## config.mk

```make
export PLATFORM = sky130hd
export DESIGN_NAME = rtcm3_frame_finder
export DESIGN_NICKNAME = d
export VERILOG_FILES = /design/src/rtl/rtcm_pkg.sv /design/src/rtl/rtcm3_frame_finder.sv /design/src/rtl/rtcm_parser.sv /design/src/rtl/rtcm_out_buf.sv
export VERILOG_INCLUDE_DIRS = /design/src /design/src/rtl
export SDC_FILE = /design/constraint.sdc
export NUM_CORES = 1
export LEC_CHECK = 0
export BUFFER_PORTS_ARGS = -buffer_cell sky130_fd_sc_hd__clkbuf_2
export CAP_MARGIN = 0
export CORE_UTILIZATION = 45
export CTS_CLUSTER_SIZE = 24
export DETAILED_ROUTE_END_ITERATION = 10
export PLACE_DENSITY_LB_ADDON = 0.2
export SYNTH_ARGS = -nofsm -noshare
export SYNTH_HDL_FRONTEND = slang
export SYNTH_SLANG_ARGS = --single-unit
```

## constraint.sdc

```tcl
create_clock -name aclk -period 9.2 [get_ports aclk]
set_input_delay 0 -clock aclk [delete_from_list [all_inputs] [get_ports aclk]]
set_output_delay 0 -clock aclk [all_outputs]
set_load 0.01 [all_outputs]
```

## src/rtl/assert_macros.svh

```systemverilog
// Assertion macros shared by the RTCM3 frame finder RTL.
// Needs nothing else; included by the modules that carry assertions.
`ifndef ASSERT_MACROS_SVH
`define ASSERT_MACROS_SVH

// Implication checked on every rising clock edge outside reset.
`define RTCM_ASSERT(label, clk, rstn, prop, msg) \
    label: assert property (@(posedge clk) disable iff (!(rstn)) (prop)) else $error(msg);

// Same check, also active while reset is asserted.
`define RTCM_ASSERT_ALWAYS(label, clk, prop, msg) \
    label: assert property (@(posedge clk) (prop)) else $error(msg);

`endif

```

## src/rtl/rtcm_pkg.sv

```systemverilog
// Constants, result type and CRC-24Q byte update for the RTCM3 frame finder.
// No dependencies; imported by every module of the block.
`default_nettype none

package rtcm_pkg;

    localparam logic [7:0]  PREAMBLE      = 8'hD3;
    localparam logic [24:0] CRC_POLY      = 25'h1864CFB;
    localparam logic [11:0] RESERVED_TYPE = 12'd999;
    localparam logic [10:0] FRAME_EXTRA   = 11'd6;
    localparam logic [10:0] HEADER_BYTES  = 11'd3;
    localparam logic [10:0] TYPE_HI_INDEX = 11'd3;
    localparam logic [10:0] TYPE_LO_INDEX = 11'd4;

    localparam logic STATUS_ACCEPTED = 1'b0;
    localparam logic STATUS_RESERVED = 1'b1;

    typedef struct packed {
        logic        valid;
        logic [11:0] frame_type;
        logic [10:0] frame_len;
        logic        status;
    } rtcm_result_t;

    // One byte of CRC-24Q, most significant bit first.
    function automatic logic [23:0] crc24q_byte(input logic [23:0] crc, input logic [7:0] b);
        logic [24:0] c;
        c = {1'b0, crc ^ {b, 16'h0000}};
        for (int k = 0; k < 8; k++) begin
            c = {c[23:0], 1'b0};
            if (c[24]) begin
                c = c ^ CRC_POLY;
            end
        end
        return c[23:0];
    endfunction

endpackage

`default_nettype wire

```

## src/rtl/rtcm3_frame_finder.sv

```systemverilog
// RTCM3 frame finder: byte input channel, config write channel and report output.
// Depends on rtcm_pkg, rtcm_parser and rtcm_out_buf.
//
// Usage:
//   s_valid/s_ready/s_byte_in carry the received byte stream, one byte per
//   transaction. The block hunts for the 0xD3 preamble, checks CRC-24Q and
//   filters by message type.
//   cfg_valid/cfg_ready/cfg_wdata write the wanted message type (0 = any);
//   cfg_ready is always high. Write it only while no frame is in progress.
//   m_valid/m_ready carry one report per good, matching frame: m_frame_type,
//   m_frame_len (payload + 6) and m_status (1 for type 999).
// Timing:
//   A byte is taken every cycle while s_ready is high; the parser state updates
//   in the cycle of the transaction, and the report for the last CRC byte is
//   registered in the output buffer and shown on m_valid after earlier reports.
// Reset (aresetn low, synchronous): hunting state, filter 0, no reports.
// Stalls: a two-entry output buffer holds reports while m_ready is low;
//   s_ready drops only when both entries are full.
`default_nettype none

module rtcm3_frame_finder
    import rtcm_pkg::*;
(
    input  wire logic         aclk,
    input  wire logic         aresetn,
    input  wire logic         s_valid,
    output logic              s_ready,
    input  wire logic [7:0]   s_byte_in,
    input  wire logic         cfg_valid,
    output logic              cfg_ready,
    input  wire logic [11:0]  cfg_wdata,
    output logic              m_valid,
    input  wire logic         m_ready,
    output logic [11:0]       m_frame_type,
    output logic [10:0]       m_frame_len,
    output logic              m_status
);

    rtcm_result_t result;
    logic         buf_can_accept;

    assign s_ready   = buf_can_accept;
    assign cfg_ready = 1'b1;

    rtcm_parser u_parser (
        .aclk            (aclk),
        .aresetn         (aresetn),
        .byte_valid      (s_valid && buf_can_accept),
        .byte_in         (s_byte_in),
        .cfg_write       (cfg_valid),
        .cfg_wanted_type (cfg_wdata),
        .result          (result)
    );

    rtcm_out_buf u_out_buf (
        .aclk         (aclk),
        .aresetn      (aresetn),
        .push_data    (result),
        .can_accept   (buf_can_accept),
        .m_valid      (m_valid),
        .m_ready      (m_ready),
        .m_frame_type (m_frame_type),
        .m_frame_len  (m_frame_len),
        .m_status     (m_status)
    );

endmodule

`default_nettype wire

```

## src/rtl/rtcm_parser.sv

```systemverilog
// Frame hunting state machine with running CRC-24Q and type filter.
// Depends on rtcm_pkg; produces at most one result per accepted byte.
`default_nettype none

module rtcm_parser
    import rtcm_pkg::*;
(
    input  wire logic         aclk,
    input  wire logic         aresetn,
    input  wire logic         byte_valid,
    input  wire logic [7:0]   byte_in,
    input  wire logic         cfg_write,
    input  wire logic [11:0]  cfg_wanted_type,
    output rtcm_result_t      result
);

    typedef enum logic [2:0] {
        PH_HUNT,
        PH_LEN1,
        PH_LEN2,
        PH_BODY,
        PH_CRC
    } phase_t;

    phase_t       phase_reg, phase_next;
    logic [9:0]   payload_len_reg, payload_len_next;
    logic [10:0]  byte_index_reg, byte_index_next;
    logic [23:0]  crc_accum_reg, crc_accum_next;
    logic [23:0]  received_crc_reg, received_crc_next;
    logic [11:0]  type_reg, type_next;
    logic [11:0]  wanted_type_reg;

    logic [23:0]  crc_update;
    logic [10:0]  index_inc;
    logic [10:0]  frame_len;

    assign crc_update = crc24q_byte(crc_accum_reg, byte_in);
    assign index_inc  = byte_index_reg + 11'd1;
    assign frame_len  = {1'b0, payload_len_reg} + FRAME_EXTRA;

    always_comb begin
        phase_next        = phase_reg;
        payload_len_next  = payload_len_reg;
        byte_index_next   = byte_index_reg;
        crc_accum_next    = crc_accum_reg;
        received_crc_next = received_crc_reg;
        type_next         = type_reg;
        result            = '0;

        // The type field is picked up by position, even out of CRC bytes
        // when the payload is shorter than two bytes.
        if (phase_reg != PH_HUNT) begin
            if (byte_index_reg == TYPE_HI_INDEX) begin
                type_next = {byte_in, 4'h0};
            end else if (byte_index_reg == TYPE_LO_INDEX) begin
                type_next = {type_reg[11:4], byte_in[7:4]};
            end
        end

        unique case (phase_reg)
            PH_LEN1: begin
                payload_len_next = {byte_in[1:0], 8'h00};
                crc_accum_next   = crc_update;
                byte_index_next  = 11'd2;
                phase_next       = PH_LEN2;
            end
            PH_LEN2: begin
                payload_len_next  = {payload_len_reg[9:8], byte_in};
                crc_accum_next    = crc_update;
                byte_index_next   = HEADER_BYTES;
                received_crc_next = '0;
                phase_next = ({payload_len_reg[9:8], byte_in} == 10'd0) ? PH_CRC : PH_BODY;
            end
            PH_BODY: begin
                crc_accum_next  = crc_update;
                byte_index_next = index_inc;
                if (index_inc >= {1'b0, payload_len_reg} + HEADER_BYTES) begin
                    phase_next = PH_CRC;
                end
            end
            PH_CRC: begin
                received_crc_next = {received_crc_reg[15:0], byte_in};
                byte_index_next   = index_inc;
                if (index_inc >= frame_len) begin
                    phase_next      = PH_HUNT;
                    byte_index_next = '0;
                    if (received_crc_next == crc_accum_reg) begin
                        result.frame_len = frame_len;
                        if (type_next == RESERVED_TYPE) begin
                            result.valid      = 1'b1;
                            result.frame_type = RESERVED_TYPE;
                            result.status     = STATUS_RESERVED;
                        end else if (wanted_type_reg == 12'd0 ||
                                     type_next == wanted_type_reg) begin
                            result.valid      = 1'b1;
                            result.frame_type = type_next;
                            result.status     = STATUS_ACCEPTED;
                        end
                    end
                end
            end
            default: begin
                phase_next = PH_HUNT;
                if (byte_in == PREAMBLE) begin
                    crc_accum_next    = crc24q_byte(24'h000000, byte_in);
                    byte_index_next   = 11'd1;
                    payload_len_next  = '0;
                    received_crc_next = '0;
                    type_next         = '0;
                    phase_next        = PH_LEN1;
                end
            end
        endcase

        if (!byte_valid) begin
            result.valid = 1'b0;
        end
    end

    always_ff @(posedge aclk) begin
        if (!aresetn) begin
            phase_reg        <= PH_HUNT;
            payload_len_reg  <= '0;
            byte_index_reg   <= '0;
            crc_accum_reg    <= '0;
            received_crc_reg <= '0;
            type_reg         <= '0;
            wanted_type_reg  <= '0;
        end else begin
            if (byte_valid) begin
                phase_reg        <= phase_next;
                payload_len_reg  <= payload_len_next;
                byte_index_reg   <= byte_index_next;
                crc_accum_reg    <= crc_accum_next;
                received_crc_reg <= received_crc_next;
                type_reg         <= type_next;
            end
            if (cfg_write) begin
                wanted_type_reg <= cfg_wanted_type;
            end
        end
    end

endmodule

`default_nettype wire

```

## src/rtl/rtcm_out_buf.sv

```systemverilog
// Two-entry output register with skid stage for the frame reports.
// Depends on rtcm_pkg and assert_macros.svh.
`default_nettype none
`include "assert_macros.svh"

module rtcm_out_buf
    import rtcm_pkg::*;
(
    input  wire logic         aclk,
    input  wire logic         aresetn,
    input  rtcm_result_t      push_data,
    output logic              can_accept,
    output logic              m_valid,
    input  wire logic         m_ready,
    output logic [11:0]       m_frame_type,
    output logic [10:0]       m_frame_len,
    output logic              m_status
);

    logic         out_valid_reg;
    logic         skid_valid_reg;
    logic [11:0]  out_type_reg,  skid_type_reg;
    logic [10:0]  out_len_reg,   skid_len_reg;
    logic         out_status_reg, skid_status_reg;
    logic         pop;
    logic         push;

    assign pop        = out_valid_reg && m_ready;
    assign push       = push_data.valid;
    assign can_accept = !skid_valid_reg;

    always_ff @(posedge aclk) begin
        if (!aresetn) begin
            out_valid_reg  <= 1'b0;
            skid_valid_reg <= 1'b0;
        end else begin
            if (skid_valid_reg) begin
                if (pop) begin
                    skid_valid_reg <= 1'b0;
                end
            end else if (push) begin
                if (!out_valid_reg || pop) begin
                    out_valid_reg <= 1'b1;
                end else begin
                    skid_valid_reg <= 1'b1;
                end
            end else if (pop) begin
                out_valid_reg <= 1'b0;
            end
        end
    end

    // Payload registers follow the same decisions and need no reset.
    always_ff @(posedge aclk) begin
        if (skid_valid_reg) begin
            if (pop) begin
                out_type_reg   <= skid_type_reg;
                out_len_reg    <= skid_len_reg;
                out_status_reg <= skid_status_reg;
            end
        end else if (push) begin
            if (!out_valid_reg || pop) begin
                out_type_reg   <= push_data.frame_type;
                out_len_reg    <= push_data.frame_len;
                out_status_reg <= push_data.status;
            end else begin
                skid_type_reg   <= push_data.frame_type;
                skid_len_reg    <= push_data.frame_len;
                skid_status_reg <= push_data.status;
            end
        end
    end

    assign m_valid      = out_valid_reg;
    assign m_frame_type = out_type_reg;
    assign m_frame_len  = out_len_reg;
    assign m_status     = out_status_reg;

    `RTCM_ASSERT(a_skid_behind_out, aclk, aresetn, skid_valid_reg |-> out_valid_reg, "skid entry without output entry")
    `RTCM_ASSERT(a_no_push_when_full, aclk, aresetn, skid_valid_reg |-> !push, "report pushed while buffer full")
    `RTCM_ASSERT(a_push_lands, aclk, aresetn, (push && !skid_valid_reg) |=> out_valid_reg, "pushed report lost")
    `RTCM_ASSERT(a_drain, aclk, aresetn, (pop && !push && !skid_valid_reg) |=> !out_valid_reg, "report repeated after transaction")

endmodule

`default_nettype wire

```

==> summary.md <==
| Metric | Value |
|---|---|
| Share of layout cells above drive strength 1 | 12.3% |
| Metal1 wirelength | between 9000 and 10000 um |
| Vias in the first global route | about 5.9k |
| DRC viols | 0 |
| DR iter-0 viols | about 410 |
| Root buf cell | clkbuf_16 |
| First-pass GRT wire length | between 30000 and 40000 um |
| Critical Path RT | 9.23 ns |
| DRT antenna net count | 0 |
| # setup viols final | 0 |
| CTS Hold Bufs | 14 |
| Arrival time worst endpoint | about 4.4 ns |
| Yosys warnings | 0 |
| Area Overhead vs Synth | 12.8% |
| Fraction of registers with async set/reset | 0% |
| Metal3 WL | roughly 900 um |
| Setup Slack @ Placement | roughly 4.8 ns |
| Synth area leader | dfxtp_1 |
| DPL Wire Length | ~13000 um |
| Minimum clock period | 4.35 ns |
| Ys flop type | dfxtp_1 |
| Number of synthesized flops with an enable pin | 48 |
| Largest register FFs | 24 |
| Row cnt | 48 |
| Delay-heaviest family, CP | compound AO/OA/AOI/OAI gates |
| Post-synth cell types | 63 |
| Crit Path Class | reg2reg |
| Top Metal Used | met4 |
| WL met2 | 9390 um |
| Total iterations of the first detailed-routing run | 5 |
| Min-delay src | s_byte_in[6] |
| Sequential fraction of the synthesis area | 40.1% |
| Core Region | between 15000 and 20000 sq um |
| H-tree lvl count | 4 |
| Antenna Cells | 0 |
| Final Non-Filler Cells | 1149 |
| CP peak stage delay | approximately 0.95 ns |
| Static leakage | 3.30 nW |
| Cell Pwr Density | 162 nW/um^2 |
| Post-route clock skew | around 0.015 ns |
| CTS resizes | 0 |
| Routed WL | ~20000 um |
| WL per Instance | between 15 and 20 um |
| RSZ-0062 raised after global routing | false |
| Syn_nets | roughly 940 |
| Final worst setup slack | just under 5 ns |
| GRT Overall Usage | approximately 22% |
| Routability Congestion | about 0.83 |
| HP Class | in2reg |
| Post-synth top area share | between 20% and 30% |
| Setup TNS | 0 ns |
| Max-cap violations | 0 |
| Setup crit start | u_parser.byte_index_reg[1]$_SDFFE_PN0P_ |
| Initial Utilization | ~46% |
| I/O Buffers | 50 |
| Synth Register Bits | 138 |
| Synth area leaders | dfxtp_1 22%, edfxtp_1 18%, xnor2_1 10% |
| Post-DR vias/cell | roughly 5.6 |
| Startpoint types | flip-flop |
| Period utilization | between 40% and 50% |
| WP buf/inv | 0 |
| CTS max path bufs | 2 |
| # Post-CTS Setup Buffers | 0 |
| Max_slew headroom | approximately 15% |
| TritonCTS Buffers | 17 |
| Crit path max fanout | 24 |
| Synthesized instance count | roughly 900 |
| Clk_lat worst skew | between 0.4 and 0.5 ns |
| Antenna violations before repair | 0 |
| Max IR drop VDD | 0.138 mV |
| Die Area | between 15000 and 20000 sq um |
| Worst-path cell chain | ha_1, nor2b_1, nand4_1, nor3_1, a31oi_1, o41ai_4, o211ai_4, nand2b_4, a22oi_2 |
| Leading cell type in the layout, fill and taps excluded | nor2_1 |
| CTS tree | built |
| Worst Max-Slew Pin Slew | between 1 and 1.5 ns |
| Fin nets | a little under 1k |
| Syn avg cell area | 9.20 sq um |
| Most frequent cells in the layout | 99 x nor2_1, 96 x xnor2_1, 90 x dfxtp_1, 77 x nand2_1, 56 x a21oi_1 |
| CP max stage cell | a22oi_2 |
| R2r startpoint | u_parser.byte_index_reg[1]$_SDFFE_PN0P_ |
| Largest net degree at the start of global routing | between 60 and 70 |
| Die Ht | 136 um |
| Pins over their slew limit | 0 |
| Total via count in the routed design | approximately 6.4k |
| DP Cell Count | around 1.1k |
| Status | completed |
| Final hold viol count | 0 |
| Clock Sinks | 138 |
| Highest clock rate | about 230 MHz |
| Clock slew at reported path FFs | roughly 0.060 ns |
| Crit. End Element | flip-flop |
| Chip width | 136 um |
| Grt total ovfl | 0 |
| Synth Cell Area | about 8100 sq um |
| Worst hold slack | approximately 0.1 ns |
| I/O pin count | between 50 and 60 |
| Layout fillers | ~1.6k |
==> per-layer routing <==
layer	global-route usage, %	up-vias
li1	-	3199
met1	30.5	3047
met2	36.0	154
met3	4.62	15
met4	5.37	0
met5	0	-
==> kinds of logic after synthesis <==
| group | synth area share (%) |
|---|---|
| and+or+nand+nor | 17.5 |
| AOI/OAI and AO/OA | 15.3 |
| DFF | 40.1 |
| xor gates and xnor gates | 15.2 |
| buffers and inverters | 4.65 |
| adders and majority gates | 4.64 |
| muxes | 2.60 |
| other | 0.0463 |
==> per-stage QoR <==
| step | utilization, % | instance area, sq um | power, mW |
|---|---|---|---|
| final | 52.4 | 9130 | 1.48 |
| after global routing | 52.4 | 9130 | 1.53 |
| after CTS | 52.4 | 9130 | 1.49 |
| after detailed placement | 48.2 | 8390 | 0.781 |
| after global placement | 48.2 | 8390 | 0.781 |
| after floorplan | - | 8090 | 0.751 |
==> synthesized netlist by cell type (3+ instances only) <==
cell and count:
clkbuf_1 41, nor2b_1 7, o31ai_1 19, buf_4 4
nor3_1 16, inv_1 12, nand4_1 30, nand3_1 20
nand3b_1 3, xnor2_1 96, or4_1 3, a31oi_1 6
xor2_1 36, nand2b_1 3, a22oi_2 3, ha_1 30
a211oi_1 7, edfxtp_1 48, and2_1 3, mux2i_1 21
nor2_1 99, a22oi_1 19, buf_1 6, a21o_1 6
nor4_1 15, nor3b_1 3, o21ai_0 35, dfxtp_1 90
and3_1 5, buf_6 9, a21oi_1 56, a32oi_1 6
o21ai_1 6, nand2_1 77
==> tightest hold or removal path, delay by kind of cell <==
family                 cells  cell delay, ns
buffers and inverters      1            0.24
AND/OR/NAND/NOR            1            0.16
AO/OA/AOI/OAI              1            0.06
==> worst paths after layout <==
check,slack (ns),to,cells after the start
hold reg to reg,0.47,u_parser.received_crc_reg[13]$_SDFFE_PN0P_,2
setup reg to reg,4.85,u_out_buf.m_frame_len[9]$_DFFE_PP_,9
setup / recovery,4.85,u_out_buf.m_frame_len[9]$_DFFE_PP_,9
hold / removal,0.1,u_parser.received_crc_reg[6]$_SDFFE_PN0P_,3
==> cell type report <==
| class | count | area (sq um) | area share (%) |
|---|---|---|---|
| multi-input combinational | 666 | 4480 | 49.1 |
| clock inverter | 14 | 173 | 1.89 |
| inverter | 13 | 48.8 | 0.534 |
| clock buffer | 18 | 429 | 4.70 |
| timing repair buffer | 75 | 473 | 5.18 |
| tap | 225 | 282 | 3.08 |
| sequential | 138 | 3240 | 35.5 |
==> report_power, final <==
part           total, mW  internal [mW]  switching [mW]
Sequential         0.635          0.630         0.00538
Combinational      0.139         0.0593          0.0793
Clock              0.702          0.427           0.275
Total               1.48           1.12           0.359
Power figures use the tool's default switching activity.
